**src/skt_pkg.sv**
```systemverilog
// shared types and constants for the sorted key table
package skt_pkg;

	// default number of cells in the table
	localparam int TABLE_DEPTH_DEF = 16;

	// field widths
	localparam int KEY_W   = 16;
	localparam int VAL_W   = 16;
	localparam int POS_W   = 5;
	localparam int STAT_W  = 2;

	// item modes
	typedef enum logic {
		MODE_INSERT = 1'b0,
		MODE_LOOKUP = 1'b1
	} mode_t;

	// result status codes
	typedef enum logic [STAT_W-1:0] {
		ST_INSERTED  = 2'd0,
		ST_DUPLICATE = 2'd1,
		ST_FULL      = 2'd2,
		ST_LOOKUP    = 2'd3
	} status_t;

	// one stored entry
	typedef struct packed {
		logic [KEY_W-1:0] key;
		logic             kind;
		logic [VAL_W-1:0] payload;
	} entry_t;

	// control from the sequencer to every cell
	typedef struct packed {
		logic cmp;
		logic ins;
	} cell_ctrl_t;

endpackage

```
**src/skt_if.sv**
```systemverilog
// request and response channel interfaces of the sorted key table
interface skt_req_if import skt_pkg::*; ();
	logic             valid;
	logic             ready;
	logic             mode;
	logic [KEY_W-1:0] key;
	logic             kind;
	logic [VAL_W-1:0] payload;

	modport source (output valid, mode, key, kind, payload, input ready);
	modport sink   (input valid, mode, key, kind, payload, output ready);
endinterface

interface skt_rsp_if import skt_pkg::*; ();
	logic              valid;
	logic              ready;
	logic [STAT_W-1:0] status;
	logic              found;
	logic [POS_W-1:0]  position;
	logic              found_kind;
	logic [VAL_W-1:0]  found_payload;
	logic [POS_W-1:0]  entry_count;

	modport source (output valid, status, found, position, found_kind, found_payload,
		entry_count, input ready);
	modport sink   (input valid, status, found, position, found_kind, found_payload,
		entry_count, output ready);
endinterface

```
**src/skt_cell.sv**
```systemverilog
// one table cell: holds an entry, compares it and shifts it to the next cell
module skt_cell import skt_pkg::*; (
	input  logic       clk,
	input  logic       arst_n,
	input  cell_ctrl_t ctrl,
	input  logic       occ,
	input  entry_t     item,
	input  logic       prev_ge,
	input  entry_t     prev_entry,
	output entry_t     entry,
	output logic       ge,
	output logic       match
);

	entry_t entry_q;
	logic   ge_q;
	logic   match_q;

	// compare flags, captured once per item
	always_ff @(posedge clk or negedge arst_n) begin
		if (!arst_n) begin
			ge_q    <= 1'b0;
			match_q <= 1'b0;
		end else if (ctrl.cmp) begin
			match_q <= occ && (entry_q.key == item.key);
			ge_q    <= !occ || (entry_q.key > item.key);
		end
	end

	// entry storage: load the new entry at the insert point, shift up above it
	always_ff @(posedge clk) begin
		if (ctrl.ins) begin
			if (ge_q && !prev_ge) begin
				entry_q <= item;
			end else if (prev_ge) begin
				entry_q <= prev_entry;
			end
		end
	end

	assign entry = entry_q;
	assign ge    = ge_q;
	assign match = match_q;

endmodule

```
**src/sorted_key_table_insert_find.sv**
```systemverilog
// Sorted key table with duplicate rejection, built as a chain of entry cells.
// req carries one item per transfer: mode 0 inserts (key, kind, payload),
// mode 1 looks up key. rsp returns exactly one result per item: status,
// found flag, position, the matching entry's kind and payload, and the
// entry count after the item. Entries are kept in ascending key order.
// Each item passes through the transfer, a compare step in which every cell
// compares its key against the item, and an update step in which the cells
// shift up past the insert point and the result is registered. rsp.valid
// rises as the update step registers the result; a new item is taken once
// the previous one has reached the output register.
// A stalled rsp holds its result; the table then waits with the finished
// item in the update step until the output register frees up.
// Reset empties the table at once (count goes to zero); cell contents are
// left as they are and only entries below the count are ever used.
module sorted_key_table_insert_find import skt_pkg::*; #(
	parameter int TABLE_DEPTH = TABLE_DEPTH_DEF
) (
	input  logic      clk,
	input  logic      arst_n,
	skt_req_if.sink   req,
	skt_rsp_if.source rsp
);

	localparam int CW = $clog2(TABLE_DEPTH + 1);

	typedef enum logic [1:0] {
		S_IDLE,
		S_CMP,
		S_UPD
	} state_t;

	state_t                 state_q;
	logic                   mode_q;
	entry_t                 item_q;
	logic [CW-1:0]          count_q;
	cell_ctrl_t             ctrl;
	entry_t                 entries [TABLE_DEPTH];
	logic [TABLE_DEPTH-1:0] ge_vec;
	logic [TABLE_DEPTH-1:0] match_vec;
	logic [TABLE_DEPTH-1:0] ins_vec;
	logic [TABLE_DEPTH-1:0] occ_vec;

	logic          out_valid_q;
	status_t       status_q;
	logic          found_q;
	logic [POS_W-1:0] position_q;
	logic          found_kind_q;
	logic [VAL_W-1:0] found_payload_q;
	logic [POS_W-1:0] entry_count_q;

	logic          found;
	logic          full;
	logic          do_ins;
	logic          load_out;
	logic [CW-1:0] match_pos;
	logic [CW-1:0] ins_pos;
	logic [CW-1:0] pos;
	logic [CW-1:0] next_count;
	entry_t        match_entry;
	status_t       status_d;
	logic [CW+POS_W-1:0] pos_ext;
	logic [CW+POS_W-1:0] count_ext;

	// chain of cells
	for (genvar i = 0; i < TABLE_DEPTH; i++) begin : g_cell
		assign occ_vec[i] = count_q > CW'(i);
		if (i == 0) begin : g_first
			assign ins_vec[i] = ge_vec[i];
			skt_cell u_cell (
				.clk        (clk),
				.arst_n     (arst_n),
				.ctrl       (ctrl),
				.occ        (occ_vec[i]),
				.item       (item_q),
				.prev_ge    (1'b0),
				.prev_entry (item_q),
				.entry      (entries[i]),
				.ge         (ge_vec[i]),
				.match      (match_vec[i])
			);
		end else begin : g_next
			assign ins_vec[i] = ge_vec[i] && !ge_vec[i-1];
			skt_cell u_cell (
				.clk        (clk),
				.arst_n     (arst_n),
				.ctrl       (ctrl),
				.occ        (occ_vec[i]),
				.item       (item_q),
				.prev_ge    (ge_vec[i-1]),
				.prev_entry (entries[i-1]),
				.entry      (entries[i]),
				.ge         (ge_vec[i]),
				.match      (match_vec[i])
			);
		end
	end

	// one-hot reduction of the cell flags
	always_comb begin
		match_pos   = '0;
		ins_pos     = '0;
		match_entry = '0;
		for (int i = 0; i < TABLE_DEPTH; i++) begin
			if (match_vec[i]) begin
				match_pos   = match_pos | CW'(i);
				match_entry = match_entry | entries[i];
			end
			if (ins_vec[i]) begin
				ins_pos = ins_pos | CW'(i);
			end
		end
	end

	// result selection
	always_comb begin
		found  = |match_vec;
		full   = count_q == CW'(TABLE_DEPTH);
		do_ins = (mode_q == MODE_INSERT) && !found && !full;
		if (found) begin
			pos      = match_pos;
			status_d = (mode_q == MODE_LOOKUP) ? ST_LOOKUP : ST_DUPLICATE;
		end else if (mode_q == MODE_LOOKUP) begin
			pos      = count_q;
			status_d = ST_LOOKUP;
		end else if (full) begin
			pos      = count_q;
			status_d = ST_FULL;
		end else begin
			pos      = ins_pos;
			status_d = ST_INSERTED;
		end
		next_count = count_q + CW'(do_ins);
		pos_ext    = {{POS_W{1'b0}}, pos};
		count_ext  = {{POS_W{1'b0}}, next_count};
	end

	// cell control
	assign load_out = (state_q == S_UPD) && (!out_valid_q || rsp.ready);
	assign ctrl.cmp = state_q == S_CMP;
	assign ctrl.ins = load_out && do_ins;

	// item register
	always_ff @(posedge clk) begin
		if (req.valid && req.ready) begin
			mode_q         <= req.mode;
			item_q.key     <= req.key;
			item_q.kind    <= req.kind;
			item_q.payload <= req.payload;
		end
	end

	// sequencer, count and output register
	always_ff @(posedge clk or negedge arst_n) begin
		if (!arst_n) begin
			state_q         <= S_IDLE;
			count_q         <= '0;
			out_valid_q     <= 1'b0;
			status_q        <= ST_INSERTED;
			found_q         <= 1'b0;
			position_q      <= '0;
			found_kind_q    <= 1'b0;
			found_payload_q <= '0;
			entry_count_q   <= '0;
		end else begin
			// result taken and nothing new to load
			if (out_valid_q && rsp.ready && !load_out) begin
				out_valid_q <= 1'b0;
			end
			unique case (state_q)
				S_IDLE: begin
					if (req.valid) begin
						state_q <= S_CMP;
					end
				end
				S_CMP: begin
					state_q <= S_UPD;
				end
				S_UPD: begin
					if (load_out) begin
						state_q         <= S_IDLE;
						count_q         <= next_count;
						out_valid_q     <= 1'b1;
						status_q        <= status_d;
						found_q         <= found;
						position_q      <= pos_ext[POS_W-1:0];
						found_kind_q    <= found ? match_entry.kind : 1'b0;
						found_payload_q <= found ? match_entry.payload : '0;
						entry_count_q   <= count_ext[POS_W-1:0];
					end
				end
				default: begin
					state_q <= S_IDLE;
				end
			endcase
		end
	end

	assign req.ready         = state_q == S_IDLE;
	assign rsp.valid         = out_valid_q;
	assign rsp.status        = status_q;
	assign rsp.found         = found_q;
	assign rsp.position      = position_q;
	assign rsp.found_kind    = found_kind_q;
	assign rsp.found_payload = found_payload_q;
	assign rsp.entry_count   = entry_count_q;

	// checks
	a_count_bound: assert property (@(posedge clk) disable iff (!arst_n)
		count_q <= CW'(TABLE_DEPTH))
		else $error("entry count above table depth");

	a_match_unique: assert property (@(posedge clk) disable iff (!arst_n)
		state_q == S_UPD |-> $onehot0(match_vec))
		else $error("key matches more than one cell");

	a_ins_unique: assert property (@(posedge clk) disable iff (!arst_n)
		state_q == S_UPD |-> $onehot0(ins_vec))
		else $error("more than one insert point");

	a_ins_count: assert property (@(posedge clk) disable iff (!arst_n)
		ctrl.ins |=> count_q == $past(count_q) + CW'(1))
		else $error("insert did not bump the entry count");

endmodule
```
**src/flat_wrapper.sv**
```systemverilog
// flat-port wrapper written by rule: the top's interface ports become plain ports
module sorted_key_table_insert_find_flat import skt_pkg::*;
#(
	parameter int TABLE_DEPTH = TABLE_DEPTH_DEF
)
  (clk, arst_n, req_valid, req_mode, req_key, req_kind, req_payload, req_ready, rsp_valid, rsp_status, rsp_found, rsp_position, rsp_found_kind, rsp_found_payload, rsp_entry_count, rsp_ready);
  skt_req_if req_i ();
  skt_rsp_if rsp_i ();
  input  logic clk;
  input  logic arst_n;
  input wire logic [$bits(req_i.valid)-1:0] req_valid;
  input wire logic [$bits(req_i.mode)-1:0] req_mode;
  input wire logic [$bits(req_i.key)-1:0] req_key;
  input wire logic [$bits(req_i.kind)-1:0] req_kind;
  input wire logic [$bits(req_i.payload)-1:0] req_payload;
  output wire logic [$bits(req_i.ready)-1:0] req_ready;
  output wire logic [$bits(rsp_i.valid)-1:0] rsp_valid;
  output wire logic [$bits(rsp_i.status)-1:0] rsp_status;
  output wire logic [$bits(rsp_i.found)-1:0] rsp_found;
  output wire logic [$bits(rsp_i.position)-1:0] rsp_position;
  output wire logic [$bits(rsp_i.found_kind)-1:0] rsp_found_kind;
  output wire logic [$bits(rsp_i.found_payload)-1:0] rsp_found_payload;
  output wire logic [$bits(rsp_i.entry_count)-1:0] rsp_entry_count;
  input wire logic [$bits(rsp_i.ready)-1:0] rsp_ready;
  assign req_i.valid = req_valid;
  assign req_i.mode = req_mode;
  assign req_i.key = req_key;
  assign req_i.kind = req_kind;
  assign req_i.payload = req_payload;
  assign req_ready = req_i.ready;
  assign rsp_valid = rsp_i.valid;
  assign rsp_status = rsp_i.status;
  assign rsp_found = rsp_i.found;
  assign rsp_position = rsp_i.position;
  assign rsp_found_kind = rsp_i.found_kind;
  assign rsp_found_payload = rsp_i.found_payload;
  assign rsp_entry_count = rsp_i.entry_count;
  assign rsp_i.ready = rsp_ready;
  sorted_key_table_insert_find #(.TABLE_DEPTH(TABLE_DEPTH)) u_core (.clk(clk), .arst_n(arst_n), .req(req_i), .rsp(rsp_i));
endmodule
```
**config.mk**
```make
export PLATFORM = sky130hd
export DESIGN_NAME = sorted_key_table_insert_find_flat
export DESIGN_NICKNAME = d
export VERILOG_FILES = /design/src/skt_pkg.sv /design/src/skt_if.sv /design/src/skt_cell.sv /design/src/sorted_key_table_insert_find.sv /design/src/flat_wrapper.sv
export SDC_FILE = /design/constraint.sdc
export NUM_CORES = 1
export LEC_CHECK = 0
export BUFFER_PORTS_ARGS = -buffer_cell sky130_fd_sc_hd__buf_2
export CELL_PAD_IN_SITES_DETAIL_PLACEMENT = 2
export CELL_PAD_IN_SITES_GLOBAL_PLACEMENT = 2
export CORE_MARGIN = 4
export CORE_UTILIZATION = 48
export CTS_BUF_LIST = sky130_fd_sc_hd__clkbuf_4
export DETAILED_ROUTE_END_ITERATION = 10
export PLACE_DENSITY = 0.85
export SLEW_MARGIN = 20
export SYNTH_ARGS = -nofsm -noshare
export SYNTH_HDL_FRONTEND = slang
export SYNTH_HIERARCHICAL = 1
export SYNTH_SLANG_ARGS = --single-unit
```
**constraint.sdc**
```tcl
create_clock -name clk -period 4.9 [get_ports clk]
set_clock_uncertainty 0.05 [all_clocks]
set_input_delay 0.49 -clock clk [delete_from_list [all_inputs] [get_ports clk]]
set_output_delay 0.49 -clock clk [all_outputs]
set_load 0.01 [all_outputs]
```
==> out/summary.txt <==
Avg Cell Area, Syn = 14.1 sq um
Post-route fraction of the period consumed by the critical path = 78.5%
Area growth, synth to finish = 11.4%
Internal power summed over all cells = 11.6 mW
Critical path type = register to register
Synth top area share = 45.9%
Share of power burned in registers = 42.4%
Total number of placement rows = 101
Total half-perimeter wirelength after legalization and detailed placement = 99500 microns
Count of filler cells inserted in the layout = 6968
Comb power frac = 27.3%
Outcome = complete, no violations
Total Routed Length = 153000 microns
Placer Congestion = 1.01
Required time of the critical path = 5.49 ns
Share of cells above drive strength 1 = 33.6%
Worst Tran Pin Value = 1.28 ns
Die footprint = 81000 sq um
Setup Viol. Count Final = 0
Flip-flop and latch count after synthesis = 627
Leakage = 17.0 nW
Most repeated cell in the gate-level netlist after synthesis = sky130_fd_sc_hd__edfxtp_1
Violation count after the first detailed-routing iteration = 3044
Power per Cell Area = 439 nW/um^2
Mapped cell area = 36700 sq um
Relative slew slack = 14.7%
Top achievable clock speed = 260 MHz
Cells along the critical path = nor4_4 > nand4_2 > nor3_2 > buf_4 > o21a_2
Detail Route Antenna Nets = 0
Crit. End Element = register
Slowest-stage cell, CP = sky130_fd_sc_hd__o21a_2
Sink count of the clock tree = 627
Top-Level Pins = 70
Final critical delay including setup and external delays = 3.85 ns
Via Count = 26300
Library cells used by synthesis = 47
Final Slew Violations = 0
Clock root buffer = sky130_fd_sc_hd__clkbuf_4
Clk pwr share = 30.3%
Total power = 18.0 mW
Number of buffers created by CTS = 178
Most instantiated cells after synthesis = 562 x sky130_fd_sc_hd__edfxtp_1, 480 x sky130_fd_sc_hd__mux2_4, 282 x sky130_fd_sc_hd__inv_1
Buffer and inverter count on the worst path = 1
Largest buffer count on any clock path = 3
Number of instances resized during post-cts repair = 0
Net switching fraction of the power = 35.4%
Floorplan die width = 285 microns
Detailed-route DRC error count = 0
Unrepaired setup endpoints after global routing = no
MaxCap Viol Count = 0
Clock tree from TritonCTS = built
Ranking of synthesized cells by area = sky130_fd_sc_hd__edfxtp_1 46%, sky130_fd_sc_hd__mux2_4 20%, sky130_fd_sc_hd__ha_1 8.8%
Layout net count = 3152
EDFF count, synth = 562
Post-synthesis cell count = 2613
Min-delay worst type = input port to register
Total Negative Setup Slacks = 0 ns
Wire length per cell after detailed routing = 37.9 microns
Drt first pass iters = 6
Number of global-route vias before repair = 28400
Number of warning messages in the yosys log = 6
Clk slew on worst S/H paths = 0.07 ns
Multi-input combinational cell area = 16300 sq um
Proportion of synthesized flip-flops having asynchronous set or reset = 10.4%
Routed vias/inst = 6.49
Largest stage delay on the critical path = 0.93 ns
Starting density of the core = 48.4%
Number of buffers added for setup after CTS = 0
Number of antenna violations at the first check in global routing = 8
Final hold slack = 0.0793 ns
Largest net degree at the start of global routing = 48
Power spent charging and discharging nets = 6.37 mW
Global Route Usage Sum = 36.8%
Crit path max fanout = 33
Placeable Area = 75900 sq um
Endpoints failing hold = 0
Portion of the post-synthesis area used by sequential elements = 50.4%
PortBufs = 69
CTS HTree Levels = 4
Maximum ir drop on the vdd rail = 0.293 mV
Critical path arrival = 4.43 ns
Most used DFF post-synth = sky130_fd_sc_hd__edfxtp_1
Chip height = 285 microns
Total area of sequential cells = 18500 sq um
Largest delay contributor family on the critical path = simple AND/OR/NAND/NOR gates
Global-route wire length before repair = 214000 microns
Type of origin of the critical path = register
Clk_lat worst skew = 1.07 ns
Largest area contributor in the netlist = sky130_fd_sc_hd__edfxtp_1
Leftover overflow at the end of global routing = 0
sequential cells by signal, indices dropped and copies added, names as in the netlist, 2 cells and up:
name	count
u_core/rsp.position	5
u_core/rsp.found_payload	16
u_core/rsp.status	2
u_core/item_q	33
u_core/g_cell.g_first.u_cell/entry	33
u_core/g_cell.g_next.u_cell/ge	15
u_core/rsp.entry_count	5
u_core/g_cell.g_next.u_cell/match	15
u_core/state_q	2
u_core/g_cell.g_next.u_cell/entry	495
through the flow:
stage,area [sq um],utilization (%),setup slack (ns),std cells
after floorplan,36700,-,1.51,2614
after global routing,40900,53.9,1.01,4045
after global placement,37900,49.8,1.59,3656
after CTS,40800,53.7,1.22,4034
after detailed placement,38000,50.0,1.35,3662
final,40900,53.9,1.05,4049
routing by layer:
metal,wire length (microns),GRT usage (%)
met5,14,0
met1,55600,42.9
met3,11700,6.72
met2,75300,63.3
met4,10900,21.8
power groups by stage:
stage	Combinational, mW	Sequential (mW)	Clock, mW
CTS	4.71	7.57	5.43
global route	5.11	7.59	5.84
finish	4.91	7.61	5.44
global placement	4.00	7.61	0
floorplan	3.26	7.25	0
detailed placement	4.52	7.66	0
final timing paths:
path / startpoint / cells after the start / endpoint / slack (ns)
worst max-delay path: u_core/g_cell[10].g_next.u_cell/match / 5 / u_core/g_cell[2].g_next.u_cell/entry[6] / 1.05
worst min-delay path: req_payload[1] / 2 / u_core/item_q[1] / 0.08
worst min register to register: u_core/rsp.status[0] / 2 / u_core/rsp.status[0] / 0.42
worst max register to register: u_core/g_cell[10].g_next.u_cell/match / 5 / u_core/g_cell[2].g_next.u_cell/entry[6] / 1.05
max in group asynchronous: arst_n / 4 / u_core/g_cell[4].g_next.u_cell/ge / 2.63
min in group asynchronous: arst_n / 3 / u_core/rsp.found_payload[11] / 0.56
cells in the final DEF (no fill, tap or decap), types with 43 or more instances in the layout:
master / instances
sky130_fd_sc_hd__mux2_1: 48
sky130_fd_sc_hd__a21oi_1: 103
sky130_fd_sc_hd__clkinv_1: 43
sky130_fd_sc_hd__ha_1: 258
sky130_fd_sc_hd__mux2_4: 480
sky130_fd_sc_hd__buf_4: 53
sky130_fd_sc_hd__clkbuf_4: 263
sky130_fd_sc_hd__nand3_1: 67
sky130_fd_sc_hd__inv_1: 282
sky130_fd_sc_hd__o21ai_0: 73
sky130_fd_sc_hd__a22oi_1: 68
sky130_fd_sc_hd__buf_2: 68
sky130_fd_sc_hd__edfxtp_1: 562
sky130_fd_sc_hd__nand4_1: 67
sky130_fd_sc_hd__nand2_1: 88
sky130_fd_sc_hd__dfrtp_1: 65
cells by family (layout without fill, tap and decap cells):
| family | count (synthesis) | in the layout | synth area share, % |
|---|---|---|---|
| muxes | 528 | 528 | 21.1 |
| buffers and inverters | 391 | 786 | 5.46 |
| and+or+nand+nor | 358 | 358 | 5.65 |
| DFF | 627 | 627 | 50.4 |
| other | 1 | 12 | 0.0102 |
| adders and majority gates | 258 | 258 | 8.79 |
| AOI/OAI and AO/OA | 447 | 447 | 8.57 |
| xor gates and xnor gates | 3 | 3 | 0.0715 |
worst register-to-register path, stage by stage (launching register included):
cell	delay (ns)
sky130_fd_sc_hd__dfrtp_1	0.73
sky130_fd_sc_hd__nor4_4	0.55
sky130_fd_sc_hd__nand4_2	0.44
sky130_fd_sc_hd__nor3_2	0.35
sky130_fd_sc_hd__buf_4	0.38
sky130_fd_sc_hd__o21a_2	0.95
what timing repair did:
item,CTS,global route
endpoints found under the setup margin,0,0
hold endpoints to repair,77,0
hold buffers,39,0
final cells by class:
class | instances | share of cell area [%]
well taps | 1030 | 3.15
clock buffers | 263 | 4.82
repair buffers | 171 | 3.37
clock inverters | 70 | 1.04
inverters | 282 | 2.59
flip-flops and latches | 627 | 45.2
multi-input cells | 1596 | 39.8
diodes | 10 | 0.0611
Note: power is estimated with default switching activity, not from simulation.
